<file path="src/design/assert_macros.svh">
// Assertion helpers for the design files, included by the normalize unit.
// Both macros sample on the rising edge of clk and are off while rst_n is low.
`ifndef ASSERT_MACROS_SVH
`define ASSERT_MACROS_SVH

// The consequent must hold in the same cycle as the antecedent.
`define ASSERT_SAME(label, ante, cons) \
    label: assert property (@(posedge clk) disable iff (!rst_n) (ante) |-> (cons)) \
        else $error("same-cycle check failed");

// The consequent must hold in the cycle after the antecedent.
`define ASSERT_NEXT(label, ante, cons) \
    label: assert property (@(posedge clk) disable iff (!rst_n) (ante) |=> (cons)) \
        else $error("next-cycle check failed");

`endif

</file>
<file path="src/design/smcn_pkg.sv">
package smcn_pkg;

    localparam int SAMPLE_W       = 12;
    localparam int CH_W           = 2;
    localparam int NORM_W         = 10;
    localparam int CHANNELS_DEF   = 4;
    localparam int FULL_SCALE_DEF = 1000;

    localparam logic [SAMPLE_W-1:0] MAX_RESET = '0;
    localparam logic [SAMPLE_W-1:0] MIN_RESET = '1;

    localparam logic OP_CALIBRATE = 1'b0;
    localparam logic OP_NORMALIZE = 1'b1;

    // Command to the range store for the current request.
    typedef struct packed {
        logic cal;
        logic hit;
    } store_cmd_t;

    // Status of the shared divider.
    typedef struct packed {
        logic busy;
        logic done;
    } div_stat_t;

endpackage

</file>
<file path="src/design/sensor_minmax_calibrate_normalize_unit.sv">
// Channel   Ports                                     Direction
// input     in_valid, in_ready, operation,            in  (in_ready out)
//           channel, sample
// output    out_valid, out_ready, normalized,         out (out_ready in)
//           stored_max, stored_min, span_fault
//
// A request passes through LOOK, EVAL and DONE when no division is needed
// (calibrate, span fault, or sample at least a full span away from the
// minimum) and also through MUL and DIV otherwise. The restoring divider
// retires one of the FS_W = clog2(FULL_SCALE + 1) quotient bits per cycle.
// Reset sets every channel maximum to 0 and minimum to 4095.
// A new request is taken while a result still waits on out_ready; the next
// result then holds until the output register is free.
`include "assert_macros.svh"

module sensor_minmax_calibrate_normalize_unit #(
    parameter int CHANNELS   = smcn_pkg::CHANNELS_DEF,
    parameter int FULL_SCALE = smcn_pkg::FULL_SCALE_DEF
) (
    input  logic                          clk,
    input  logic                          rst_n,
    input  logic                          in_valid,
    output logic                          in_ready,
    input  logic                          operation,
    input  logic [smcn_pkg::CH_W-1:0]     channel,
    input  logic [smcn_pkg::SAMPLE_W-1:0] sample,
    output logic                          out_valid,
    input  logic                          out_ready,
    output logic [smcn_pkg::NORM_W-1:0]   normalized,
    output logic [smcn_pkg::SAMPLE_W-1:0] stored_max,
    output logic [smcn_pkg::SAMPLE_W-1:0] stored_min,
    output logic                          span_fault
);

    localparam int IDX_W = (CHANNELS > 1) ? $clog2(CHANNELS) : 1;
    localparam int FS_W  = $clog2(FULL_SCALE + 1);

    localparam logic [2:0] S_IDLE = 3'd0;
    localparam logic [2:0] S_LOOK = 3'd1;
    localparam logic [2:0] S_EVAL = 3'd2;
    localparam logic [2:0] S_MUL  = 3'd3;
    localparam logic [2:0] S_DIV  = 3'd4;
    localparam logic [2:0] S_DONE = 3'd5;

    logic [2:0]                    state_reg;
    logic [2:0]                    state_next;
    logic                          op_reg;
    logic [smcn_pkg::CH_W-1:0]     ch_reg;
    logic [smcn_pkg::SAMPLE_W-1:0] sample_reg;
    logic [smcn_pkg::SAMPLE_W-1:0] hi_reg;
    logic [smcn_pkg::SAMPLE_W-1:0] lo_reg;
    logic                          fault_reg;
    logic                          neg_reg;
    logic [smcn_pkg::SAMPLE_W-1:0] mag_reg;
    logic [smcn_pkg::SAMPLE_W-1:0] span_reg;
    logic [FS_W-1:0]               norm_reg;

    logic                          out_valid_reg;
    logic [smcn_pkg::NORM_W-1:0]   normalized_reg;
    logic [smcn_pkg::SAMPLE_W-1:0] stored_max_reg;
    logic [smcn_pkg::SAMPLE_W-1:0] stored_min_reg;
    logic                          span_fault_reg;

    smcn_pkg::store_cmd_t          store_cmd;
    logic [IDX_W-1:0]              ch_idx;
    logic [smcn_pkg::SAMPLE_W-1:0] rd_max;
    logic [smcn_pkg::SAMPLE_W-1:0] rd_min;
    smcn_pkg::div_stat_t           div_stat;
    logic [FS_W-1:0]               quot;

    logic                          accept;
    logic                          out_free;
    logic                          fault_c;
    logic                          neg_c;
    logic [smcn_pkg::SAMPLE_W-1:0] mag_c;
    logic [smcn_pkg::SAMPLE_W-1:0] span_c;
    logic                          big_c;
    logic [31:0]                   norm_wide;

    assign in_ready = (state_reg == S_IDLE);
    assign accept   = in_valid && in_ready;
    assign out_free = !out_valid_reg || out_ready;

    assign ch_idx        = IDX_W'(ch_reg);
    assign store_cmd.hit = (32'(ch_reg) < CHANNELS);
    assign store_cmd.cal = (state_reg == S_LOOK) && (op_reg == smcn_pkg::OP_CALIBRATE);

    smcn_store #(
        .CHANNELS (CHANNELS),
        .IDX_W    (IDX_W)
    ) u_store (
        .clk    (clk),
        .rst_n  (rst_n),
        .cmd    (store_cmd),
        .idx    (ch_idx),
        .sample (sample_reg),
        .rd_max (rd_max),
        .rd_min (rd_min)
    );

    smcn_divider #(
        .FULL_SCALE (FULL_SCALE),
        .FS_W       (FS_W)
    ) u_divider (
        .clk   (clk),
        .rst_n (rst_n),
        .start (state_reg == S_MUL),
        .mag   (mag_reg),
        .span  (span_reg),
        .stat  (div_stat),
        .quot  (quot)
    );

    // Range checks on the range read back after a calibrate update.
    assign fault_c = (op_reg == smcn_pkg::OP_NORMALIZE) && (rd_max <= rd_min);
    assign neg_c   = sample_reg < rd_min;
    assign mag_c   = neg_c ? (rd_min - sample_reg) : (sample_reg - rd_min);
    assign span_c  = rd_max - rd_min;
    // At least one full span away means the quotient reaches full scale.
    assign big_c   = mag_c >= span_c;

    always_comb
    begin
        state_next = state_reg;
        case (state_reg)
            S_IDLE:
            begin
                if (accept)
                begin
                    state_next = S_LOOK;
                end
            end
            S_LOOK:
            begin
                state_next = S_EVAL;
            end
            S_EVAL:
            begin
                if ((op_reg == smcn_pkg::OP_NORMALIZE) && !fault_c && !big_c)
                begin
                    state_next = S_MUL;
                end
                else
                begin
                    state_next = S_DONE;
                end
            end
            S_MUL:
            begin
                state_next = S_DIV;
            end
            S_DIV:
            begin
                if (div_stat.done)
                begin
                    state_next = S_DONE;
                end
            end
            S_DONE:
            begin
                if (out_free)
                begin
                    state_next = S_IDLE;
                end
            end
            default:
            begin
                state_next = S_IDLE;
            end
        endcase
    end

    always_ff @(posedge clk or negedge rst_n)
    begin
        if (!rst_n)
        begin
            state_reg <= S_IDLE;
        end
        else
        begin
            state_reg <= state_next;
        end
    end

    always_ff @(posedge clk)
    begin
        if (accept)
        begin
            op_reg     <= operation;
            ch_reg     <= channel;
            sample_reg <= sample;
        end
        if (state_reg == S_EVAL)
        begin
            hi_reg    <= rd_max;
            lo_reg    <= rd_min;
            fault_reg <= fault_c;
            neg_reg   <= neg_c;
            mag_reg   <= mag_c;
            span_reg  <= span_c;
            if ((op_reg == smcn_pkg::OP_CALIBRATE) || fault_c)
            begin
                norm_reg <= '0;
            end
            else if (neg_c)
            begin
                norm_reg <= FS_W'(1);
            end
            else
            begin
                norm_reg <= FS_W'(FULL_SCALE);
            end
        end
        else if ((state_reg == S_DIV) && div_stat.done)
        begin
            // Below the minimum only a nonzero truncated quotient reports 1.
            norm_reg <= neg_reg ? FS_W'(quot != '0) : quot;
        end
    end

    assign norm_wide = 32'(norm_reg);

    always_ff @(posedge clk)
    begin
        if ((state_reg == S_DONE) && out_free)
        begin
            normalized_reg <= norm_wide[smcn_pkg::NORM_W-1:0];
            stored_max_reg <= hi_reg;
            stored_min_reg <= lo_reg;
            span_fault_reg <= fault_reg;
        end
    end

    always_ff @(posedge clk or negedge rst_n)
    begin
        if (!rst_n)
        begin
            out_valid_reg <= 1'b0;
        end
        else if ((state_reg == S_DONE) && out_free)
        begin
            out_valid_reg <= 1'b1;
        end
        else if (out_ready)
        begin
            out_valid_reg <= 1'b0;
        end
    end

    assign out_valid  = out_valid_reg;
    assign normalized = normalized_reg;
    assign stored_max = stored_max_reg;
    assign stored_min = stored_min_reg;
    assign span_fault = span_fault_reg;

    `ASSERT_SAME(a_fault_zero, out_valid && span_fault, normalized == '0)
    `ASSERT_NEXT(a_busy_after_accept, in_valid && in_ready, !in_ready)
    `ASSERT_SAME(a_div_in_div_state, div_stat.busy, state_reg == S_DIV)
    `ASSERT_SAME(a_no_result_overwrite, (state_reg == S_DONE) && out_valid && !out_ready, state_next == S_DONE)

endmodule

</file>
<file path="src/design/smcn_store.sv">
module smcn_store #(
    parameter int CHANNELS = smcn_pkg::CHANNELS_DEF,
    parameter int IDX_W    = (CHANNELS > 1) ? $clog2(CHANNELS) : 1
) (
    input  logic                          clk,
    input  logic                          rst_n,
    input  smcn_pkg::store_cmd_t          cmd,
    input  logic [IDX_W-1:0]              idx,
    input  logic [smcn_pkg::SAMPLE_W-1:0] sample,
    output logic [smcn_pkg::SAMPLE_W-1:0] rd_max,
    output logic [smcn_pkg::SAMPLE_W-1:0] rd_min
);

    logic [smcn_pkg::SAMPLE_W-1:0] max_reg [CHANNELS];
    logic [smcn_pkg::SAMPLE_W-1:0] min_reg [CHANNELS];

    always_ff @(posedge clk or negedge rst_n)
    begin
        if (!rst_n)
        begin
            for (int i = 0; i < CHANNELS; i++)
            begin
                max_reg[i] <= smcn_pkg::MAX_RESET;
                min_reg[i] <= smcn_pkg::MIN_RESET;
            end
        end
        else if (cmd.cal && cmd.hit)
        begin
            if (sample > max_reg[idx])
            begin
                max_reg[idx] <= sample;
            end
            if (sample < min_reg[idx])
            begin
                min_reg[idx] <= sample;
            end
        end
    end

    // A channel outside the store reads as an untouched channel.
    assign rd_max = cmd.hit ? max_reg[idx] : smcn_pkg::MAX_RESET;
    assign rd_min = cmd.hit ? min_reg[idx] : smcn_pkg::MIN_RESET;

endmodule

</file>
<file path="src/design/smcn_divider.sv">
module smcn_divider #(
    parameter int FULL_SCALE = smcn_pkg::FULL_SCALE_DEF,
    parameter int FS_W       = $clog2(FULL_SCALE + 1)
) (
    input  logic                          clk,
    input  logic                          rst_n,
    input  logic                          start,
    input  logic [smcn_pkg::SAMPLE_W-1:0] mag,
    input  logic [smcn_pkg::SAMPLE_W-1:0] span,
    output smcn_pkg::div_stat_t           stat,
    output logic [FS_W-1:0]               quot
);

    localparam int PROD_W = smcn_pkg::SAMPLE_W + FS_W;
    localparam int CNT_W  = $clog2(FS_W + 1);

    logic [PROD_W-1:0]               prod;
    logic [smcn_pkg::SAMPLE_W-1:0]   rem_reg;
    logic [FS_W-1:0]                 quo_reg;
    logic [CNT_W-1:0]                cnt_reg;
    logic                            done_reg;
    logic [smcn_pkg::SAMPLE_W:0]     trial;
    logic [smcn_pkg::SAMPLE_W:0]     diff;
    logic                            ge;

    assign prod  = PROD_W'(mag) * PROD_W'(FULL_SCALE);
    assign trial = {rem_reg, quo_reg[FS_W-1]};
    assign ge    = trial >= {1'b0, span};
    assign diff  = trial - {1'b0, span};

    // The caller only starts a division when mag is below span, so the quotient
    // fits in FS_W bits and the upper product bits are already below span.
    always_ff @(posedge clk)
    begin
        if (start)
        begin
            rem_reg <= prod[PROD_W-1:FS_W];
            quo_reg <= prod[FS_W-1:0];
        end
        else if (cnt_reg != '0)
        begin
            rem_reg <= ge ? diff[smcn_pkg::SAMPLE_W-1:0] : trial[smcn_pkg::SAMPLE_W-1:0];
            quo_reg <= FS_W'({quo_reg, ge});
        end
    end

    always_ff @(posedge clk or negedge rst_n)
    begin
        if (!rst_n)
        begin
            cnt_reg  <= '0;
            done_reg <= 1'b0;
        end
        else
        begin
            done_reg <= (cnt_reg == CNT_W'(1));
            if (start)
            begin
                cnt_reg <= CNT_W'(FS_W);
            end
            else if (cnt_reg != '0)
            begin
                cnt_reg <= cnt_reg - CNT_W'(1);
            end
        end
    end

    assign stat.busy = (cnt_reg != '0);
    assign stat.done = done_reg;
    assign quot      = quo_reg;

endmodule
</file>
<file path="config.mk">
export PLATFORM = sky130hd
export DESIGN_NAME = sensor_minmax_calibrate_normalize_unit
export DESIGN_NICKNAME = d
export VERILOG_FILES = /design/src/design/smcn_pkg.sv /design/src/design/sensor_minmax_calibrate_normalize_unit.sv /design/src/design/smcn_store.sv /design/src/design/smcn_divider.sv
export VERILOG_INCLUDE_DIRS = /design/src /design/src/design
export SDC_FILE = /design/constraint.sdc
export NUM_CORES = 1
export LEC_CHECK = 0
export ABC_CLOCK_PERIOD_IN_PS = 5600
export BUFFER_PORTS_ARGS = -buffer_cell sky130_fd_sc_hd__buf_2
export CAP_MARGIN = 20
export CORE_MARGIN = 2
export CORE_UTILIZATION = 63
export DETAILED_ROUTE_END_ITERATION = 12
export PLACE_DENSITY = 0.81
export RECOVER_POWER = 25
export SKIP_LAST_GASP = 1
export SYNTH_ARGS = -nofsm -noshare
export SYNTH_HDL_FRONTEND = slang
export SYNTH_SLANG_ARGS = --single-unit
</file>
<file path="constraint.sdc">
create_clock -name clk -period 5.6 [get_ports clk]
set_clock_uncertainty 0.1 [all_clocks]
set_input_delay 0.56 -clock clk [delete_from_list [all_inputs] [get_ports clk]]
set_output_delay 0.56 -clock clk [all_outputs]
set_load 0.02 [all_outputs]
</file>
# After elaboration in Yosys (flattened, before gate mapping)

Cells that the tools add are included.

Add/subtract/negate cells: 5
$mul: 1
Order comparisons: 7
Equality and inequality tests: 9
Mux-type cells: 30
Bitwise operators: 2
Reductions and logical operators: 22

Operators with widths:

| cell                                                 | count |
|---|---|
| 2-to-1 mux 12 bit                                    | 9 |
| bitwise mux 48 bit                                   | 2 |
| 2-to-1 mux 10 bit                                    | 7 |
| binary-select mux 12 bit (select 2 bit)              | 2 |
| subtractor 12 bit                                    | 4 |
| demux 12 bit (select 2 bit)                          | 1 |
| multiplier 12 x 7 -> 19 bit (second input constant)  | 1 |
| case mux 3 bit (6 select lines)                      | 1 |
| >= comparator 13 x 12 -> 1 bit                       | 1 |
| >= comparator 12 bit                                 | 1 |
| > comparator 12 bit                                  | 1 |
| <= comparator 12 bit                                 | 1 |
| less-than comparator 12 bit                          | 1 |
| 2-to-1 mux 3 bit                                     | 4 |
| nonzero test 10 bit                                  | 1 |
| logical AND 1 bit                                    | 8 |
| 2-to-1 mux 4 bit                                     | 2 |
| equality test 3 x 2 -> 1 bit (second input constant) | 2 |
| equality test 3 bit (second input constant)          | 2 |
| nonzero test 2 bit                                   | 3 |
| equality test 4 x 1 -> 1 bit (second input constant) | 1 |
| != test 2 x 1 -> 1 bit (second input constant)       | 2 |
| AND reduction 2 bit                                  | 2 |
| nonzero test 4 bit                                   | 1 |
| other kinds (12)                                     | 16 |

Register bits: 237
Input bits: 19
Output and inout port bits: 37
Logic and storage cells: 105

# Longest topological paths before layout

Depth after elaboration: 11
Gate-level depth with buffers: 23

# By module

Synthesis repeated with hierarchy kept, for this count alone.

Cell total of the unflattened synthesis: 1205
Area total of the unflattened synthesis: 14656.6 µm²

By module, submodules not included:

| module                                 | times used | cells each | area each (µm²) | seq. area each (µm²) |
|---|---|---|---|---|
| sensor_minmax_calibrate_normalize_unit | 1          | 427        | 5661.7          | 3403.3 |
| smcn_store                             | 1          | 355        | 4988.5          | 2462.4 |
| smcn_divider                           | 1          | 423        | 4006.3          | 755.7 |

# Worst setup path before layout

OpenSTA, ideal clock, no wires.

Kind: reg-to-reg
From: register ch_reg, in the netlist ch_idx[0]
To: register state_reg[2]
Arrival: 4368 ps
Required time: 5382 ps
Slack: 1014 ps
Cell stages (with the launch flop): 24
Clock period less this slack: 4586 ps
Cell sequence: edfxtp_1 > buf_2 > buf_2 > mux4_2 > ha_1 > inv_1 > fa_1 > a211oi_1 > o21ai_0 > a21oi_1 > a211oi_2 > buf_6 > inv_2 > or3_1 > o31ai_1 > xnor2_1 > ha_1 > a21oi_1 > nor2b_1 > o21ai_0 > o211a_1 > o31a_1 > nand3_1 > a21o_1

Longest elaborated chain between the ends: 11

Ends and longest elaborated chain:

| item                                                                    | line                                                                                         | source |
|---|---|---|
| from (decl)                                                             | sensor_minmax_calibrate_normalize_unit.sv:48                                                 | `logic [smcn_pkg::CH_W-1:0] ch_reg;` |
| from (signal assigned)                                                  | sensor_minmax_calibrate_normalize_unit.sv:190                                                | `ch_reg <= channel;` |
| inverter 2 -> 3 bit (not written as such) (*)                           | smcn_store.sv:42                                                                             | `assign rd_min = cmd.hit ? min_reg[idx] : smcn_pkg::MIN_RESET;` |
| binary-select mux 12 bit (select 2 bit) (*)                             | smcn_store.sv:42                                                                             |  |
| 2-to-1 mux 12 bit (not written as such) (*) (2 in a row)                | smcn_store.sv:42                                                                             |  |
| via rd_min (one bit)                                                    | sensor_minmax_calibrate_normalize_unit.sv:67                                                 | `logic [smcn_pkg::SAMPLE_W-1:0] rd_min;` |
| subtractor 12 bit / less-than comparator 12 bit (equally long branches) | sensor_minmax_calibrate_normalize_unit.sv:117, sensor_minmax_calibrate_normalize_unit.sv:116 |  |
| 2-to-1 mux 12 bit (*)                                                   | sensor_minmax_calibrate_normalize_unit.sv:117                                                | `assign mag_c = neg_c ? (rd_min - sample_reg) : (sample_reg - rd_min);` |
| via mag_c (one bit)                                                     | sensor_minmax_calibrate_normalize_unit.sv:75                                                 | `logic [smcn_pkg::SAMPLE_W-1:0] mag_c;` |
| >= comparator 12 bit (*)                                                | sensor_minmax_calibrate_normalize_unit.sv:120                                                | `assign big_c = mag_c >= span_c;` |
| logical NOT 1 bit (*)                                                   | sensor_minmax_calibrate_normalize_unit.sv:139                                                | `if ((op_reg == smcn_pkg::OP_NORMALIZE) && !fault_c && !big_c)` |
| logical AND 1 bit (*)                                                   | sensor_minmax_calibrate_normalize_unit.sv:139                                                |  |
| 2-to-1 mux 3 bit (*)                                                    | sensor_minmax_calibrate_normalize_unit.sv:139                                                |  |
| case mux 3 bit (6 select lines) (*)                                     | sensor_minmax_calibrate_normalize_unit.sv:125                                                | `case (state_reg)` |
| to (signal assigned)                                                    | sensor_minmax_calibrate_normalize_unit.sv:181                                                | `state_reg <= state_next;` |
| to (decl)                                                               | sensor_minmax_calibrate_normalize_unit.sv:45                                                 | `logic [2:0] state_reg;` |

The timed path passes the listed nets; every way through them passes the cells marked *. The select of a mux whose other input is x is not followed.
A chain may end at the register's enable or synchronous reset.

# Worst setup path after layout

From: register ch_reg, in the netlist ch_idx[1]
To: register state_reg[2]

Same word-level chain as after synthesis.

==> key figures <==
Layout
  • Area growth, synth to finish: 10.2%
  • # fillers: 1,482
  • Sequential standard cell area: 6620 sq um
  • Nets: 1,366
  • Area of the multi-input gates: 6780 sq um
  • Share of layout cells above drive strength 1: 23.8%
  • N_diodes: 0

Global route
  • First-pass GRT wire length: 47.5 mm
  • Initial antenna violation count: 0
  • Overflow after GRT: 0
  • Number of global-route vias before repair: 9,059
  • Tot GR Track Use: 25.5%
  • Largest net degree at the start of global routing: 57

Setup path
  • Critical Path Source Type: register
  • Worst setup path class: register to register
  • Critical-path maximum fanout: 13
  • CP Capture Type: register
  • CP arrival: 5.27 ns
  • WP data required: 5.92 ns

CTS
  • Worst-path clk slew: 0.06 ns
  • Max clock buf depth: 3
  • H-tree levels: 1
  • Clock Sinks: 237
  • Skew-Pair Late Insertion Delay: 0.54 ns
  • Cts repair resizes: 0
  • Clock root buffer: clkbuf_16
  • TritonCTS clock tree: built
  • CTS buffer count: 24

Placement
  • RePlAce Congestion: 0.988
  • Final HPWL DP: 21.8 mm
  • Buffers on Ports: 55

Drt
  • Post-Route WL: 29.4 mm
  • Routed Antenna Nets: 0
  • Drt via density: 6.02
  • DRT Pass-1 Iters: 5
  • Drt wl/cell: 19.8 um
  • Drt initial violations: 505
  • DRC: 0
  • Via count: 8,927

Synth
  • Post-synth top cells: inv_1, edfxtp_1, ha_1
  • Syn_area_per_cell: 12.6 sq um
  • Top cell type's share of synthesized area: 27.6%
  • EDFF count, synth: 129
  • #FFs+latches synth: 237
  • Post-Syn Area: 14,000 sq um
  • Most frequent cell after synthesis: inv_1
  • Post-synthesis sequential area ratio: 47.2%
  • Primary FF master, synth: edfxtp_1
  • Syn_nets: 1,297
  • Warnings from Yosys: 0
  • Post-Synthesis Cells: 1,116
  • Synth cell types: 67
  • Dominant cell type by area after synthesis: edfxtp_1
  • Leading post-synthesis cells by cell area: edfxtp_1, ha_1, dfrtp_1, dfstp_2, mux2_2
  • Async SR Flop Fraction: 44.3%

Die
  • Num ports: 56
  • Die width: 153 um
  • Initial Util: 64.3%
  • Core ar.: 21,800 sq um
  • Die area: 23,500 sq um
  • Die height: 153 um
  • Rows: 54

Timing
  • Headroom to the max-slew limit: -78.4%
  • Slew @ Worst Pin: 2.68 ns
  • Max Freq: 0.202 GHz
  • Unrepaired setup endpoints after global routing: no
  • Final hold violations: 0
  • Final worst path period share: 88.3%
  • Min cycle time layout: 4.95 ns
  • Fin. max-slew vios: 51
  • Setup TNS: 0 ns
  • Final setup violation count: 0

Min path
  • Worst min path class: primary input to register

Status
  • Run status: complete, but fails checks
  • Failing checks: max-capacitance violations, max-slew violations

Run
  • Max-cap violation count: 1
## path summary, 6_finish.rpt
check                                 start                   end  slack (ns)  cells after the start
worst max-delay path              ch_idx[1]          state_reg[2]        0.65                     21
worst min-delay path              sample[9]         sample_reg[9]        0.09                      1
worst max register to register    ch_idx[1]          state_reg[2]        0.65                     21
worst min register to register  norm_reg[6]         normalized[6]        0.32                      0
max in group asynchronous             rst_n   u_store.max_reg[43]        2.23                      3
min in group asynchronous             rst_n  u_divider.cnt_reg[2]        1.31                      2
## worst max-delay path, stage by stage, from the launching register on
cell	delay, ns
edfxtp_1	0.63
buf_4	0.26
mux4_2	0.36
inv_1	0.14
ha_1	0.32
nor3_1	0.10
nor4_1	0.31
a21oi_1	0.19
a211oi_2	0.21
buf_4	0.22
inv_2	0.13
or3_1	0.36
o31ai_1	0.09
xnor2_1	0.19
ha_1	0.29
a21oi_1	0.15
nor2b_1	0.06
o21ai_0	0.14
o211a_1	0.16
o31a_1	0.15
nand3_1	0.09
a21o_1	0.18
## metrics by stage
stage | hold WS, ns | util (%) | worst slack [ns] | area [sq um] | instances
final | 0.0936 | 70.9 | 0.653 | 15500 | 1483
after global routing | 0.0802 | 70.9 | 0.284 | 15500 | 1483
after CTS | 0.0829 | 70.9 | 0.696 | 15500 | 1483
after detailed placement | 0.305 | 67.1 | 0.721 | 14600 | 1438
after global placement | 0.303 | 67.1 | 0.887 | 14600 | 1438
after floorplan | 0.164 | - | 1.01 | 14000 | 1116
## layer usage
layer / GRT usage, % / vias to the layer above / wire (um)
li1: - / 4165 / -
met1: 33.2 / 4477 / 12400
met2: 43.8 / 211 / 14600
met3: 3.46 / 74 / 1170
met4: 9.79 / 0 / 1220
met5: 0 / - / 0
## cell usage in the layout, fill, tap and decap left out, types with 14 or more instances in the layout
cell type    n
ha_1       120
a21oi_1     46
clkbuf_16   24
inv_1      132
o21ai_0     31
mux4_2      24
nand2_1     37
a21o_1      35
dfrtp_1     57
buf_2       53
fa_1        42
nor2b_1     16
edfxtp_1   129
mux2i_1     22
xnor2_1     29
nor3_1      18
mux2_2      97
dfstp_2     48
nor2_1      35
o21a_1      14
## layout make-up
type	instances	area share (%)
multi-input cells	719	43.8
flip-flops and latches	237	42.8
clock buffers	29	4.07
inverters	133	3.23
repair buffers	70	2.59
well taps	280	2.26
clock inverters	15	1.25
## kinds of logic (layout without fill, tap and decap cells)
group	Yosys count	count (layout)	share of synthesized area, %
buf+inv	160	247	4.67
simple gates	183	183	6.68
xor+xnor	40	40	2.50
compound gates	191	191	9.10
fa+ha+maj	162	162	16.7
flops	237	237	47.2
mux	143	143	13.2
## what timing repair did
| item | 4_1_cts | 5_1_grt |
|---|---|---|
| buffers inserted | 0 | 0 |
| hold endpoints to repair | 17 | 0 |
| hold buffers | 1 | 0 |
Power is left out: the tool's default activity adds up to more than one toggle a clock period on the data nets, which glitch-free logic cannot reach.
